### src/rtl/gtg_pkg.sv
// package: widths, register indexes and cordic angle table for the go-to-goal controller
`timescale 1ns / 1ps
package gtg_pkg;

  localparam int CordicStepsDef = 16;
  localparam int AtanEntries    = 24;
  localparam int ZW             = 28;   // q24 angle accumulator
  localparam int VW             = 48;   // prescaled cordic vector
  localparam int NW             = 50;   // squared distance sum
  localparam int DistW          = 25;

  localparam logic signed [ZW-1:0] HalfPiQ24 = 28'sd26353589;
  localparam logic signed [15:0]   PiQ12     = 16'sd12868;
  localparam logic signed [15:0]   TwoPiQ12  = 16'sd25736;

  typedef enum logic [2:0] {
    REG_HEADING_GAIN  = 3'd0,
    REG_ANGULAR_LIMIT = 3'd1,
    REG_HEADING_GATE  = 3'd2,
    REG_LINEAR_MAX    = 3'd3,
    REG_DISTANCE_GAIN = 3'd4,
    REG_STOP_RADIUS   = 3'd5
  } cfg_idx_t;

  typedef struct packed {
    logic [15:0] heading_gain;
    logic [14:0] angular_limit;
    logic [13:0] heading_gate;
    logic [14:0] linear_max;
    logic [15:0] distance_gain;
    logic [23:0] stop_radius;
  } cfg_t;

  function automatic logic signed [ZW-1:0] atan_q24(input int i);
    logic signed [ZW-1:0] r;
    begin
      unique case (i)
        0: r = 28'sd13176795;
        1: r = 28'sd7778716;
        2: r = 28'sd4110060;
        3: r = 28'sd2086331;
        4: r = 28'sd1047214;
        5: r = 28'sd524117;
        6: r = 28'sd262123;
        7: r = 28'sd131069;
        default: r = (i < AtanEntries) ? ZW'(28'sd65536 >>> (i - 8)) : '0;
      endcase
      return r;
    end
  endfunction

endpackage

### src/rtl/gtg_isqrt.sv
// pipelined integer square root, one result bit per stage
`timescale 1ns / 1ps
module gtg_isqrt (
  input  logic                            clk,
  input  logic [gtg_pkg::NW-1:0]          n_in,
  output logic [gtg_pkg::DistW-1:0]       root
);
  import gtg_pkg::*;

  localparam int S = DistW;

  logic [NW-1:0]    rem_r  [S+1];
  logic [DistW-1:0] res_r  [S+1];

  always_comb begin
    rem_r[0] = n_in;
    res_r[0] = '0;
  end

  for (genvar k = 0; k < S; k++) begin : g_bit
    localparam int B = S - 1 - k;
    logic [NW+1:0] trial;
    assign trial = ({2'b0, NW'(res_r[k])} << (B + 1)) + ((NW + 2)'(1) << (2 * B));
    always_ff @(posedge clk) begin
      if ({2'b0, rem_r[k]} >= trial) begin
        rem_r[k+1] <= rem_r[k] - NW'(trial);
        res_r[k+1] <= res_r[k] | (DistW'(1) << B);
      end else begin
        rem_r[k+1] <= rem_r[k];
        res_r[k+1] <= res_r[k];
      end
    end
  end

  assign root = res_r[S];

endmodule

### config.mk
export PLATFORM = sky130hd
export DESIGN_NAME = gtg_isqrt
export DESIGN_NICKNAME = d
export VERILOG_FILES = /design/src/rtl/gtg_pkg.sv /design/src/rtl/gtg_isqrt.sv
export SDC_FILE = /design/constraint.sdc
export NUM_CORES = 2
export LEC_CHECK = 0
export BUFFER_PORTS_ARGS = -buffer_cell sky130_fd_sc_hd__buf_2
export CAP_MARGIN = 25
export CORE_UTILIZATION = 45
export CTS_BUF_LIST = sky130_fd_sc_hd__clkbuf_8 sky130_fd_sc_hd__clkbuf_16
export DETAILED_ROUTE_END_ITERATION = 7
export SYNTH_ARGS = -nofsm -noshare
export SYNTH_HDL_FRONTEND = slang
export SYNTH_SLANG_ARGS = --single-unit
export TNS_END_PERCENT = 100
### constraint.sdc
create_clock -name clk -period 6.9 [get_ports clk]
set_input_delay 0.345 -clock clk [delete_from_list [all_inputs] [get_ports clk]]
set_output_delay 0.345 -clock clk [all_outputs]
set_load 0.02 [all_outputs]
# Word-level counts from Yosys, hierarchy flattened

Index checks and enable logic that the tools add are counted.

Add/sub/neg operators: 48
$mul: 0
Div/mod/pow operators: 0
Magnitude comparators: 25
Eq/ne operators: 0
Shift operators: 0
Multiplexer cells: 25
Bitwise operators: 0
Reductions and logical operators: 0

Operators by type and width:

| operator                 | number |
|---|---|
| $mux W50                 | 24 |
| $add A49 B47 Y50 const B | 1 |
| $ge A50 B27 Y1           | 1 |
| $ge A50 B28 Y1           | 1 |
| $ge A50 B29 Y1           | 1 |
| $ge A50 B30 Y1           | 1 |
| $ge A50 B31 Y1           | 1 |
| $ge A50 B32 Y1           | 1 |
| $ge A50 B33 Y1           | 1 |
| $ge A50 B34 Y1           | 1 |
| $ge A50 B35 Y1           | 1 |
| $ge A50 B36 Y1           | 1 |
| $ge A50 B37 Y1           | 1 |
| $ge A50 B38 Y1           | 1 |
| $ge A50 B39 Y1           | 1 |
| $ge A50 B40 Y1           | 1 |
| $ge A50 B41 Y1           | 1 |
| $ge A50 B42 Y1           | 1 |
| $ge A50 B43 Y1           | 1 |
| $ge A50 B44 Y1           | 1 |
| $ge A50 B45 Y1           | 1 |
| $ge A50 B46 Y1           | 1 |
| $ge A50 B47 Y1           | 1 |
| $ge A50 B48 Y1           | 1 |
| 51 further kinds         | 51 |

Flip-flop bits (word level): 1,825
Bits in latches: 0
Bits in writable memories: 0
Memory bits (read-only): 0
Memories kept: 0

# Depth between registers and ports, before layout

Depth in word-level cells: 3
Mapped depth: 13
Mapped depth without buffers: 11

# Least setup slack after synthesis

Ideal clock, no wire load.

Kind: register to register
From: register res_r[393] (netlist name)
To: register rem_r[740] (netlist name)
Library setup time: 0.157 ns
Data arrival time: 2.873 ns
Path slack: 3.870 ns
Cell stages (with the launch flop): 12
Path buffers: 1
Clock period less this slack: 3.030 ns
Cells stage by stage: dfxtp_1 -> inv_1 -> ha_1 -> a21o_1 -> a21o_1 -> a21o_1 -> o31a_1 -> o41ai_1 -> nand3_1 -> clkbuf_1 -> nand2_1 -> mux2i_1

Cells in the longest elaborated chain, start to end: 3

Ends and longest elaborated chain:

| item                                                      | RTL line                         | RTL |
|---|---|---|
| start, declared                                           | gtg_isqrt.sv:13                  | `logic [DistW-1:0] res_r [S+1];` |
| start signal, assigned by index                           | gtg_isqrt.sv:27                  | `res_r[k+1] <= res_r[k] \| (DistW'(1) << B);` |
| start signal, assigned by index                           | gtg_isqrt.sv:30                  | `res_r[k+1] <= res_r[k];` |
| $add A40 B29 Y41 *                                        | gtg_isqrt.sv:23                  | `assign trial = ({2'b0, NW'(res_r[k])} << (B + 1)) + ((NW + 2)'(1) << (2 * B));` |
| $sub A50 B41 Y50 / $ge A50 B41 Y1 (equally long branches) | gtg_isqrt.sv:26, gtg_isqrt.sv:25 |  |
| $mux W50 *                                                | gtg_isqrt.sv:25                  | `if ({2'b0, rem_r[k]} >= trial) begin` |
| end signal, assigned by index                             | gtg_isqrt.sv:26                  | `rem_r[k+1] <= rem_r[k] - NW'(trial);` |
| end signal, assigned by index                             | gtg_isqrt.sv:29                  | `rem_r[k+1] <= rem_r[k];` |
| end, declared                                             | gtg_isqrt.sv:12                  | `logic [NW-1:0] rem_r [S+1];` |

Mark *: on every way between the ends. The rest lies on a longest branch, timed or not.
A chain may end at the register's enable or synchronous reset.

# Worst setup path in the final report

From: register res_r[187] (netlist name)
To: register rem_r[342] (netlist name)

Cells in the longest elaborated chain, start to end: 3

Ends and longest elaborated chain:

| item                                                      | RTL line |
|---|---|
| $add A32 B13 Y33 *                                        | gtg_isqrt.sv:23 |
| $sub A50 B33 Y50 / $ge A50 B33 Y1 (equally long branches) | gtg_isqrt.sv:26, gtg_isqrt.sv:25 |
| $mux W50 *                                                | gtg_isqrt.sv:25 |

Marked as above.

==> impl_results.md <==
- Result of the run: complete, no violations
- Post-CTS setup buffer count: 0
- Achievable clock frequency: 243.5 MHz
- Clock Power Share: 0.310
- Routed Antenna Nets: 0
- Worst-margin pin slew: 1.082 ns
- Total area of multi-input combinational cells: 25,230 sq um
- Overflow after GRT: 0
- Final Hold Vio Count: 0
- Final worst path period need: 4.106 ns
- Combinational Power Share: 0.251
- Power per Cell Area: 432.2 nW/um^2
- Total number of placement rows: 131
- Type of the setup path with the least slack: flip-flop to flip-flop
- Maximum count of clock buffers along a single path: 3
- Most common library cell in the layout ignoring fill and taps: dfxtp_1
- Register bit total from synthesis: 1,525
- Antenna violations before repair: 2
- Nets: 6,368
- TritonCTS clock tree: done
- Number of synthesized flops with an enable pin: 0
- Relative slew slack: 0.2718
- CP Capture Type: flip-flop
- Synthesized cell area: 57,760 sq um
- Register area: 30,530 sq um
- Total placed cells including tap cells: 7,423
- Switching portion of total power: 0.3234
- Placed cell area: 59,990 sq um
- Static leakage: 0.02981 uW
- Maximum number of pins on one net before global-route repair: 50
- CTS HTree Levels: 4
- Height of the die: 360.3 um
- Clock tree skew after final layout: 0.05006 ns
- Number of vias after detailed routing: 40,680
- Port bufs: 75
- Relative contribution of sequential cells to total power: 0.440
- Most frequent cells in the layout: dfxtp_1, inv_1, nor2_1
- Aggregate global-route resource usage: 0.2052
- Total net switching power: 9241 uW
- Layout overhead on the synthesized area: 14.47%
- Number of DRC violations after detailed routing: 0
- Post-route cell area: 66,120 sq um
- Type of the tightest min-delay check: input pin to flip-flop
- Async S/R FF share, synth: 0
- Number of nets in the synthesized netlist: 6,165
- Fill cell instance count of the final layout: 11,480
- Clk Tree Root Cell: clkbuf_16
- 1st-iter DRT viols: 2,616
- Clock-pin slew reported for the worst setup and hold paths after clock tree synthesis: 0.07 ns
- Part of the Yosys area used for sequential elements: 0.5286
- Vias in the first global route: 40,230
- CP Launch Type: flip-flop
- Max-capacitance violation count: 0
- Detail-routed via count per cell: 5.246
- Core outline area: 127,500 sq um
- Setup_tns: 0 ns
- First-pass iteration count of the detailed router: 6
- Final non-filler cell total: 7,755
- Count of pins on the block boundary: 76
- Floorplan die width: 360.3 um
- Worst Path Max Fanout: 23
- Layout cell share with drive strength beyond 1: 0.07945
- Final GP Congestion: 0.8824
- Unrepaired setup endpoints after global routing: false
- Final HPWL from detailed placement: 104.3 mm
- Post-CTS Hold Fix Bufs: 51
- Prevailing post-synth register cell: dfxtp_1
- Part of the cycle the worst path needs: 0.5951
- Total Wirelength: 134.8 mm
- Mean area per synthesized cell: 10.01 sq um
- Hold_ws: 0.1923 ns
- Clock latency reported for the late side of the worst-skew pair: 0.77 ns
- P_int: 19,330 uW
- Max Slew Vio Count: 0
- DIE AREA: 129,800 sq um
- Post-CTS resize count: 0
- Starting density of the core: 0.4529
- Final setup violating endpoints: 0
- Clock sink total: 1,525
- Arrival time reported for the critical path endpoint: 4.69 ns
- Number of library cell types mapped by synthesis: 90
- WL/cell: 17.38 um
- Peak supply drop: 0.0003159 V
- Total clock buffers created by CTS: 154
- Global-route wire length before repair: 214.7 mm
- Number of synthesis warnings: 0
- Data required time of the worst path: 7.49 ns
- Number of instances in the synthesized netlist: 5,768
[flip-flops by register name (all words and copies together) (netlist names)]
signal	cells
root	25
rem_r	1200
res_r	300
[cell usage after synthesis, types with 9 or more instances]
master / count / area share
nor3b_1: 23 / 0.0030
nor2b_1: 56 / 0.0061
and4_1: 19 / 0.0029
inv_1: 426 / 0.028
nand3b_1: 24 / 0.0031
mux2_2: 59 / 0.012
or2_2: 34 / 0.0037
o21bai_1: 24 / 0.0031
o21ai_0: 278 / 0.024
a31o_2: 9 / 0.0014
and4b_1: 9 / 0.0016
a21o_1: 97 / 0.013
or4_1: 39 / 0.0051
a211oi_1: 33 / 0.0043
a21boi_0: 13 / 0.0017
o31ai_1: 30 / 0.0039
xor2_1: 246 / 0.037
nand2b_1: 62 / 0.0067
xnor2_1: 269 / 0.041
o21a_1: 68 / 0.0088
clkbuf_1: 89 / 0.0058
a2111oi_0: 13 / 0.0020
dfxtp_1: 1525 / 0.53
nor3_1: 162 / 0.014
nand4_1: 112 / 0.012
or3_1: 51 / 0.0055
nand2_1: 351 / 0.023
nand4b_1: 21 / 0.0032
a31oi_1: 30 / 0.0032
nand3_1: 94 / 0.0081
a21oi_1: 333 / 0.029
nor4_1: 188 / 0.020
nor4b_1: 22 / 0.0033
and3_1: 23 / 0.0025
ha_1: 346 / 0.075
nor2_1: 383 / 0.025
o31a_1: 12 / 0.0018
o211ai_1: 28 / 0.0036
and2_1: 22 / 0.0024
[worst paths after layout]
| check | start | end | slack (ns) | cells past startpoint |
|---|---|---|---|---|
| max | res_r[187]$_DFF_P_ | rem_r[342]$_DFF_P_ | 2.79 | 11 |
| min | n_in[34] | rem_r[1234]$_DFF_P_ | 0.19 | 2 |
| max reg2reg | res_r[187]$_DFF_P_ | rem_r[342]$_DFF_P_ | 2.79 | 11 |
| min reg2reg | res_r[99]$_DFF_P_ | res_r[74]$_DFF_P_ | 0.33 | 0 |
[critical path, cell delays in order, from the launching register on]
cell and delay (ns):
dfxtp_1 0.32, inv_1 0.04, ha_1 0.39, nand4_1 0.15, nor2_1 0.18, nand4_1 0.26, a211o_1 0.36, and2_1 0.39
inv_1 0.72, o311ai_1 0.48, o41ai_1 0.49, o41ai_1 0.14
[cells by family (layout without fill, tap and decap cells)]
family	after synthesis	count (layout)	synth area share
muxes	66	66	0.01280
adders and majority gates	346	346	0.07495
DFF	1525	1525	0.5286
xor gates and xnor gates	515	515	0.07809
buffers and inverters	532	856	0.03522
AOI/OAI and AO/OA	1062	1062	0.1138
other	0	1	0
and+or+nand+nor	1722	1722	0.1566
[final cells by class]
| class | instances | share of cell area |
|---|---|---|
| multi-input cells | 3711 | 0.3816 |
| diodes | 1 | 0.00003785 |
| clock buffers | 178 | 0.06362 |
| flip-flops and latches | 1525 | 0.4617 |
| clock inverters | 99 | 0.02093 |
| repair buffers | 150 | 0.01631 |
| well taps | 1662 | 0.03145 |
| inverters | 429 | 0.02435 |
[through the flow]
stage	setup WS (ns)	util	power [uW]
final	2.794	0.5185	28580
after global routing	2.500	0.5185	30220
after CTS	2.761	0.5182	28800
after detailed placement	2.802	0.4704	19840
after global placement	2.915	0.4703	19770
after floorplan	3.870	-	17590
[routing by layer]
metal | share of wire | wire length [um] | global-route usage | up-vias
met1 | 0.45 | 60830 | 0.2590 | 19100
met3 | 0.038 | 5182 | 0.03130 | 255
met4 | 0.030 | 4104 | 0.07483 | 0
met5 | 0 | 0 | 0 | -
li1 | - | - | - | 20550
met2 | 0.48 | 64690 | 0.3530 | 778
[power by group through the flow]
stage                     Clock, uW  Sequential, uW  Combinational, uW
final                          8850           12600               7160
after global routing           9430           12800               8010
after CTS                      9060           12600               7160
after detailed placement          0           12800               7070
after global placement            0           12800               7020
after floorplan                   0           12000               5580
(Power assumes the default switching activity.)
