--- config.mk ---
export PLATFORM = sky130hd
export DESIGN_NAME = gtg_control
export DESIGN_NICKNAME = d
export VERILOG_FILES = /design/src/rtl/gtg_pkg.sv /design/src/rtl/gtg_control.sv
export SDC_FILE = /design/constraint.sdc
export NUM_CORES = 2
export LEC_CHECK = 0
export BUFFER_PORTS_ARGS = -buffer_cell sky130_fd_sc_hd__buf_2
export CAP_MARGIN = 20
export CORE_MARGIN = 5
export CORE_UTILIZATION = 55
export DETAILED_ROUTE_END_ITERATION = 6
export MAX_ROUTING_LAYER = met4
export PLACE_DENSITY = 0.83
export SLEW_MARGIN = 40
export SYNTH_ARGS = -nofsm -noshare
export SYNTH_HDL_FRONTEND = slang
export SYNTH_SLANG_ARGS = --single-unit
--- constraint.sdc ---
create_clock -name clk -period 8.72 [get_ports clk]
set_input_delay 0.436 -clock clk [delete_from_list [all_inputs] [get_ports clk]]
set_output_delay 0.436 -clock clk [all_outputs]
set_load 0.02 [all_outputs]
--- src/rtl/gtg_pkg.sv ---
// package: widths, register indexes and cordic angle table for the go-to-goal controller
`timescale 1ns / 1ps
package gtg_pkg;

  localparam int CordicStepsDef = 16;
  localparam int AtanEntries    = 24;
  localparam int ZW             = 28;   // q24 angle accumulator
  localparam int VW             = 48;   // prescaled cordic vector
  localparam int NW             = 50;   // squared distance sum
  localparam int DistW          = 25;

  localparam logic signed [ZW-1:0] HalfPiQ24 = 28'sd26353589;
  localparam logic signed [15:0]   PiQ12     = 16'sd12868;
  localparam logic signed [15:0]   TwoPiQ12  = 16'sd25736;

  typedef enum logic [2:0] {
    REG_HEADING_GAIN  = 3'd0,
    REG_ANGULAR_LIMIT = 3'd1,
    REG_HEADING_GATE  = 3'd2,
    REG_LINEAR_MAX    = 3'd3,
    REG_DISTANCE_GAIN = 3'd4,
    REG_STOP_RADIUS   = 3'd5
  } cfg_idx_t;

  typedef struct packed {
    logic [15:0] heading_gain;
    logic [14:0] angular_limit;
    logic [13:0] heading_gate;
    logic [14:0] linear_max;
    logic [15:0] distance_gain;
    logic [23:0] stop_radius;
  } cfg_t;

  function automatic logic signed [ZW-1:0] atan_q24(input int i);
    logic signed [ZW-1:0] r;
    begin
      unique case (i)
        0: r = 28'sd13176795;
        1: r = 28'sd7778716;
        2: r = 28'sd4110060;
        3: r = 28'sd2086331;
        4: r = 28'sd1047214;
        5: r = 28'sd524117;
        6: r = 28'sd262123;
        7: r = 28'sd131069;
        default: r = (i < AtanEntries) ? ZW'(28'sd65536 >>> (i - 8)) : '0;
      endcase
      return r;
    end
  endfunction

endpackage

--- src/rtl/gtg_control.sv ---
// control law stages: wrap, gains, clamps and arrival test
`timescale 1ns / 1ps
module gtg_control (
  input  logic                        clk,
  input  gtg_pkg::cfg_t               cfg,
  input  logic signed [gtg_pkg::ZW-1:0] z_q24,
  input  logic signed [14:0]          yaw,
  input  logic [gtg_pkg::DistW-1:0]   dist_in,
  output logic [14:0]                 lin,
  output logic signed [15:0]          ang,
  output logic signed [14:0]          err,
  output logic [gtg_pkg::DistW-1:0]   dist_out,
  output logic                        arrived
);
  import gtg_pkg::*;

  // stage a: round bearing, subtract yaw, wrap once
  logic signed [17:0] bear, e0;
  logic signed [15:0] err_a_r;
  logic [DistW-1:0]   dist_a_r;
  always_comb begin
    bear = 18'((z_q24 + ZW'(2048)) >>> 12);
    e0 = bear - 18'(yaw);
    if (e0 > 18'(PiQ12)) e0 = e0 - 18'(TwoPiQ12);
    else if (e0 < -18'(PiQ12)) e0 = e0 + 18'(TwoPiQ12);
  end
  always_ff @(posedge clk) begin
    err_a_r  <= 16'(e0);
    dist_a_r <= dist_in;
  end

  // stage b: products and arrival compare
  logic signed [33:0] pa_r;
  logic [40:0]        pl_r;
  logic signed [15:0] err_b_r;
  logic [DistW-1:0]   dist_b_r;
  logic               arr_b_r;
  always_ff @(posedge clk) begin
    pa_r     <= 34'(err_a_r) * $signed({18'b0, cfg.heading_gain});
    pl_r     <= 41'(cfg.distance_gain) * 41'(dist_a_r);
    err_b_r  <= err_a_r;
    dist_b_r <= dist_a_r;
    arr_b_r  <= {1'b0, dist_a_r} <= {2'b0, cfg.stop_radius};
  end

  // stage c: round, clamp, gate, zero outputs on arrival
  logic signed [22:0] ar;
  logic [28:0]        lr;
  logic signed [22:0] lim;
  logic [15:0]        mag;
  logic signed [15:0] ang_n;
  logic [14:0]        lin_n;
  always_comb begin
    ar  = 23'((pa_r + 34'sd2048) >>> 12);
    lr  = 29'((pl_r + 41'd2048) >> 12);
    lim = 23'(cfg.angular_limit);
    if (ar > lim) ang_n = 16'(lim);
    else if (ar < -lim) ang_n = 16'(-lim);
    else ang_n = 16'(ar);
    mag = err_b_r < 0 ? 16'(-err_b_r) : 16'(err_b_r);
    if (mag > 16'(cfg.heading_gate)) lin_n = '0;
    else if (lr > 29'(cfg.linear_max)) lin_n = cfg.linear_max;
    else lin_n = 15'(lr);
    if (arr_b_r) begin
      lin_n = '0;
      ang_n = '0;
    end
  end
  always_ff @(posedge clk) begin
    lin      <= lin_n;
    ang      <= ang_n;
    err      <= 15'(err_b_r);
    dist_out <= dist_b_r;
    arrived  <= arr_b_r;
  end

endmodule

# Word-level counts from Yosys, hierarchy flattened
# Cells that the tools add are included.
[classes]
bitwise = 0
n_addsub = 8
eq_ne = 0
mux = 6
div_mod_pow = 0
n_shift = 0
n_reduce_logical = 2
n_mul = 2
n_lt_le_gt_ge = 8
[ops]
columns = ["cell", "count"]
rows = [
  ["$mux W16", 4],
  ["$add A41 B12 Y41 const B", 1],
  ["$mul A16 B25 Y41", 1],
  ["$add A33 B13 Y34 const B", 1],
  ["$mul A16 B17 Y33", 1],
  ["$mux W15", 2],
  ["$gt A29 B15 Y1", 1],
  ["$add A28 B13 Y28 const B", 1],
  ["$le A25 B24 Y1", 1],
  ["$lt A22 B23 Y1", 1],
  ["$neg A15 Y23", 1],
  ["$gt A22 B16 Y1", 1],
  ["$gt A17 B15 Y1 const B", 1],
  ["$lt A17 B15 Y1 const B", 1],
  ["$sub A16 B15 Y17", 1],
  ["$add A16 B16 Y16 const B", 1],
  ["$gt A16 B14 Y1", 1],
  ["$lt A16 B1 Y1 const B", 1],
  ["$neg A16 Y16", 1],
  ["$sub A16 B16 Y16 const B", 1],
  ["$reduce_or A2 Y1", 2],
]
[totals]
output_inout_bits = 72
n_memories = 0
register_bits = 229
latchBits = 0
romBits = 0
ram_bits = 0
input_bits = 169

# Depth between registers and ports, before layout
[logic_depth]
depth_word = 5
ltp_mapped = 25

# Worst setup path after synthesis
# OpenSTA, ideal clock, no wires.
[synth_timing]
kind = "input port to flip-flop"
start = "in cfg[33] in the netlist's numbering"
end = "reg pl_r[30]"
slack_ps = 2382
setup_ps = 72
t_arrival_ps = 6266
path_buffers = 3
cell_stages = 25
path_cell_list = "clkbuf_1 clkbuf_1 nand2_1 fa_1 inv_1 fa_1 inv_1 fa_1 inv_1 fa_1 fa_1 inv_1 fa_1 inv_1 ha_1 clkbuf_1 a21oi_1 o21ai_0 a21oi_1 o21ai_0 o2111ai_1 a21boi_0 o21ai_0 a21oi_1 xor2_1"
[synth_via]
elab_chain_cells = 1
[synth_lines]
columns = ["element", "line", "text"]
rows = [
  ["from (decl)", "gtg_control.sv:5", "input gtg_pkg::cfg_t cfg,"],
  ["$mul A16 B25 Y41", "gtg_control.sv:40", "pl_r <= 41'(cfg.distance_gain) * 41'(dist_a_r);"],
  ["to (signal assigned)", "gtg_control.sv:40", ""],
  ["to (decl)", "gtg_control.sv:34", "logic [40:0] pl_r;"],
]
# Every way passes these cells.
# A chain may end at the register's enable or synchronous reset.

# Worst setup path after layout
[layout_timing]
start = "reg dist_a_r[8]"
end = "reg pl_r[37]"
[layout_via]
elab_chain_cells = 1
[layout_lines]
columns = ["element", "line", "text"]
rows = [
  ["from (decl)", "gtg_control.sv:20", "logic [DistW-1:0] dist_a_r;"],
  ["from (signal assigned)", "gtg_control.sv:29", "dist_a_r <= dist_in;"],
  ["$mul A16 B25 Y41", "gtg_control.sv:40", ""],
]
# Every way passes these cells.

==> report_table.html <==
<table>
<tr><th>Metric</th><th>Value</th></tr>
<tr><th colspan="2">Floorplan</th></tr>
<tr><td>Chip Height</td><td>248 um</td></tr>
<tr><td>Overall die area</td><td>around 0.06 mm^2</td></tr>
<tr><td>Count of boundary I/O pins</td><td>between 200 and 250</td></tr>
<tr><td>Core region area</td><td>0.0563 mm^2</td></tr>
<tr><td>Number of placement rows</td><td>between 80 and 90</td></tr>
<tr><td>Starting density of the core</td><td>0.554</td></tr>
<tr><td>Width of the chip</td><td>248 um</td></tr>
<tr><th colspan="2">Yosys</th></tr>
<tr><td>Share of synthesized area occupied by flip-flops and latches</td><td>0.133</td></tr>
<tr><td>Count of cell types in the netlist</td><td>between 80 and 90</td></tr>
<tr><td>Leading register cell type out of synthesis</td><td>sky130_fd_sc_hd__dfxtp_1</td></tr>
<tr><td>Summed instance area of the synthesized netlist</td><td>between 0.03 and 0.04 mm^2</td></tr>
<tr><td>Mean Syn Cell Area</td><td>between 8 and 9 um^2</td></tr>
<tr><td>Synthesized flop and latch total</td><td>about 210</td></tr>
<tr><td>Post-Syn Instances</td><td>3,512</td></tr>
<tr><td>Number of enable flip-flop cells after synthesis</td><td>0</td></tr>
<tr><td>Synth Area in Simple Gates</td><td>0.175</td></tr>
<tr><td>Post-synth net total</td><td>between 4,000 and 5,000</td></tr>
<tr><td>Share of flip-flops with an asynchronous set or reset</td><td>0</td></tr>
<tr><td>Main combinational cell family by area after synthesis</td><td>adder cells</td></tr>
<tr><td>Multiplexer share of the synthesized area</td><td>0.00100</td></tr>
<tr><td>Fraction of the mapped netlist area in compound gates</td><td>0.0822</td></tr>
<tr><td>Parity-gate share of the synthesized area counting xor and xnor cells</td><td>0.0413</td></tr>
<tr><td>Synth Area in Adders</td><td>0.467</td></tr>
<tr><td>Yosys warns</td><td>0</td></tr>
<tr><th colspan="2">Setup path</th></tr>
<tr><td>Critical path data arrival time</td><td>7390 ps</td></tr>
<tr><td>R2R Path End</td><td>pl_r[37]</td></tr>
<tr><td>CP Launch Point</td><td>dist_a_r[8]</td></tr>
<tr><td>Worst-case reg-to-reg path depth</td><td>20</td></tr>
<tr><td>Element type at the critical path end</td><td>flip-flop</td></tr>
<tr><td>Worst r2r src</td><td>dist_a_r[8]</td></tr>
<tr><td>Critical path start-end classification</td><td>flip-flop to flip-flop</td></tr>
<tr><td>Required time of the critical path</td><td>between 9000 and 10,000 ps</td></tr>
<tr><td>Maximum net fanout on the critical path</td><td>18</td></tr>
<tr><td>Kind of start point of the critical path</td><td>flip-flop</td></tr>
<tr><td>Internal reg-to-reg setup slack</td><td>approximately 1800 ps</td></tr>
<tr><th colspan="2">Timing</th></tr>
<tr><td>Setup TNS Final</td><td>0 ps</td></tr>
<tr><td>Slew HR</td><td>0.418</td></tr>
<tr><td>Final number of max-transition violations</td><td>0</td></tr>
<tr><td>Final worst-path cycle share</td><td>0.794</td></tr>
<tr><td>Measured slew at the worst slew-check pin</td><td>850 ps</td></tr>
<tr><td>Final worst path period need</td><td>6930 ps</td></tr>
<tr><td>Number of hold-slack violations in the final timing report</td><td>0</td></tr>
<tr><td>Hold slack final</td><td>~170 ps</td></tr>
<tr><td>Final worst clock skew</td><td>about 35 ps</td></tr>
<tr><td>Setup violators final</td><td>0</td></tr>
<tr><td>Unrepaired setup endpoints after global routing</td><td>no</td></tr>
<tr><td>Max Clk Rate</td><td>between 0.1 and 0.15 GHz</td></tr>
<tr><th colspan="2">Clock network</th></tr>
<tr><td>Number of H-tree levels</td><td>1</td></tr>
<tr><td>Post-CTS clock slew at the launch and capture registers of the worst setup and hold paths</td><td>~60 ps</td></tr>
<tr><td>TritonCTS clock tree</td><td>yes</td></tr>
<tr><td>Post-CTS Setup Bufs</td><td>0</td></tr>
<tr><td>Num CTS Buffers</td><td>25</td></tr>
<tr><td>Source-to-sink clock delay at the later pin of the worst-skew pair</td><td>approximately 560 ps</td></tr>
<tr><td>Clock root buffer master</td><td>sky130_fd_sc_hd__clkbuf_16</td></tr>
<tr><td>Number of buffers on the longest clock path</td><td>3</td></tr>
<tr><td>Sink count of the clock tree</td><td>around 210</td></tr>
<tr><th colspan="2">Placement</th></tr>
<tr><td>Port Buf Inserts</td><td>229</td></tr>
<tr><td>Routability congestion estimate from global placement</td><td>between 0.9 and 1</td></tr>
<tr><td>HPWL reported at the end of detailed placement</td><td>59.0 mm</td></tr>
<tr><th colspan="2">Detailed routing</th></tr>
<tr><td>First drt pass iteration count</td><td>5</td></tr>
<tr><td>Via count</td><td>about 25,000</td></tr>
<tr><td>Remaining antenna violation count after routing</td><td>0</td></tr>
<tr><td>Number of remaining DRC errors</td><td>0</td></tr>
<tr><td>Wire length after detailed routing</td><td>78.2 mm</td></tr>
<tr><td>Routed wire per std cell</td><td>about 18 um</td></tr>
<tr><td>Initial drt markers</td><td>roughly 1,600</td></tr>
<tr><td>Via density</td><td>approximately 5.6</td></tr>
<tr><th colspan="2">Global routing</th></tr>
<tr><td>Number of antenna violations at the first check in global routing</td><td>3</td></tr>
<tr><td>Overall routing resource usage</td><td>0.267</td></tr>
<tr><td>Pin count of the biggest net entering global routing</td><td>26</td></tr>
<tr><td>Wire length of the first global-routing pass</td><td>130 mm</td></tr>
<tr><td>Total global routing overflow</td><td>0</td></tr>
<tr><td>Number of global-route vias before repair</td><td>between 20,000 and 30,000</td></tr>
<tr><th colspan="2">Layout</th></tr>
<tr><td>Post-layout utilization of the core</td><td>0.605</td></tr>
<tr><td>Share of cells above drive strength 1</td><td>0.0909</td></tr>
<tr><td>Final net count</td><td>approximately 4,700</td></tr>
<tr><td>Layout filler cell count</td><td>~4,500</td></tr>
<tr><td>Area overhead of the layout relative to synthesis</td><td>9.21%</td></tr>
<tr><td>Leading cell type in the layout, fill and taps excluded</td><td>sky130_fd_sc_hd__inv_1</td></tr>
<tr><td>Commonest cells after routing, fill and taps aside</td><td>sky130_fd_sc_hd__inv_1 (718), sky130_fd_sc_hd__fa_1 (513), sky130_fd_sc_hd__nand2_1 (471)</td></tr>
<tr><th colspan="2">Hold path</th></tr>
<tr><td>Worst Min Path Start</td><td>cfg[70]</td></tr>
<tr><td>Number of cells on the worst hold path</td><td>3</td></tr>
<tr><td>Worst Hold Path EP</td><td>ang[1]</td></tr>
<tr><td>Type of the tightest min-delay check</td><td>input pin to flip-flop</td></tr>
<tr><th colspan="2">Outcome</th></tr>
<tr><td>Outcome</td><td>completed</td></tr>
<tr><th colspan="2">Run</th></tr>
<tr><td>Number of max-cap violations</td><td>0</td></tr>
</table>
how the worst max path moves through the flow:
stage	endpoint	slack, ps	depth (start not counted)
after floorplan	pl_r[30]	2380	25
after global placement	pl_r[30]	1870	23
after detailed placement	pl_r[30]	1800	22
after CTS	pl_r[37]	1750	22
after global routing	pl_r[37]	1340	20
final	pl_r[37]	1790	20
metal layers:
metal  global-route usage  wire length (um)  share of wire  vias to the layer above
met1                0.335             31100           0.40                    12200
met3               0.0362              5920          0.076                      270
met5                    -                 0              0                        -
met4                0.112              3610          0.046                        0
met2                0.440             37600           0.48                     1048
li1                     -                 -              -                    11300
cell families after synthesis:
logic type,after synthesis
mux,3
buf+inv,829
flops,207
fa+ha+maj,856
compound gates,377
xor+xnor,147
simple gates,1093
per-stage QoR:
step | setup WS (ps) | instance area, um^2 | std cells
after floorplan | 2380 | 31200 | 3512
after global placement | 1870 | 32900 | 4395
after detailed placement | 1800 | 32900 | 4395
after CTS | 1750 | 34000 | 4465
after global routing | 1340 | 34100 | 4466
final | 1790 | 34100 | 4467
critical path: stages (launching register included):
cell and delay (ps):
sky130_fd_sc_hd__dfxtp_1 900, sky130_fd_sc_hd__nand2_1 160, sky130_fd_sc_hd__fa_1 510, sky130_fd_sc_hd__inv_1 70
sky130_fd_sc_hd__fa_1 550, sky130_fd_sc_hd__fa_1 490, sky130_fd_sc_hd__fa_1 530, sky130_fd_sc_hd__fa_1 540
sky130_fd_sc_hd__inv_1 50, sky130_fd_sc_hd__fa_1 520, sky130_fd_sc_hd__inv_1 40, sky130_fd_sc_hd__ha_1 360
sky130_fd_sc_hd__nand2_1 80, sky130_fd_sc_hd__nor2_1 200, sky130_fd_sc_hd__nand4_1 120, sky130_fd_sc_hd__nor4_1 530
sky130_fd_sc_hd__nor2_1 240, sky130_fd_sc_hd__o211ai_1 370, sky130_fd_sc_hd__a31oi_1 200, sky130_fd_sc_hd__o21bai_1 200
sky130_fd_sc_hd__xor2_1 150
repair_timing:
action / CTS / global route
gates resized for setup: 0 / 0
hold endpoints to repair: 25 / 0
hold buffers: 25 / 0
area by class of cell:
| type | instances | area (um^2) | share of cell area |
|---|---|---|---|
| clock buffers | 32 | 702 | 0.0206 |
| inverters | 718 | 2700 | 0.0791 |
| well taps | 756 | 946 | 0.0278 |
| multi-input cells | 2476 | 24000 | 0.703 |
| repair buffers | 263 | 1460 | 0.0430 |
| diodes | 2 | 5.00 | 0.000147 |
| clock inverters | 13 | 145 | 0.00426 |
| flip-flops and latches | 207 | 4150 | 0.122 |
sequential cells by signal, indices dropped and copies added, names as in the netlist:
register	flops
pl_r	30
dist_a_r	25
dist_b_r	25
dist_out	25
pa_r	22
ang	16
err_a_r	16
err_b_r	16
err	15
lin	15
arr_b_r	1
arrived	1
Yosys cell counts, drive strengths merged (64+ instances only):
cell type / count / area share
ha: 343 / 0.14
inv: 718 / 0.086
nor2: 98 / 0.012
fa: 513 / 0.33
and2: 272 / 0.055
nor3: 64 / 0.013
clkbuf: 102 / 0.013
nand2: 471 / 0.057
dfxtp: 207 / 0.13
a21oi: 101 / 0.016
xnor2: 100 / 0.028
Power is left out: the tool's default activity adds up to more than one toggle a clock period on the data nets, which glitch-free logic cannot reach.
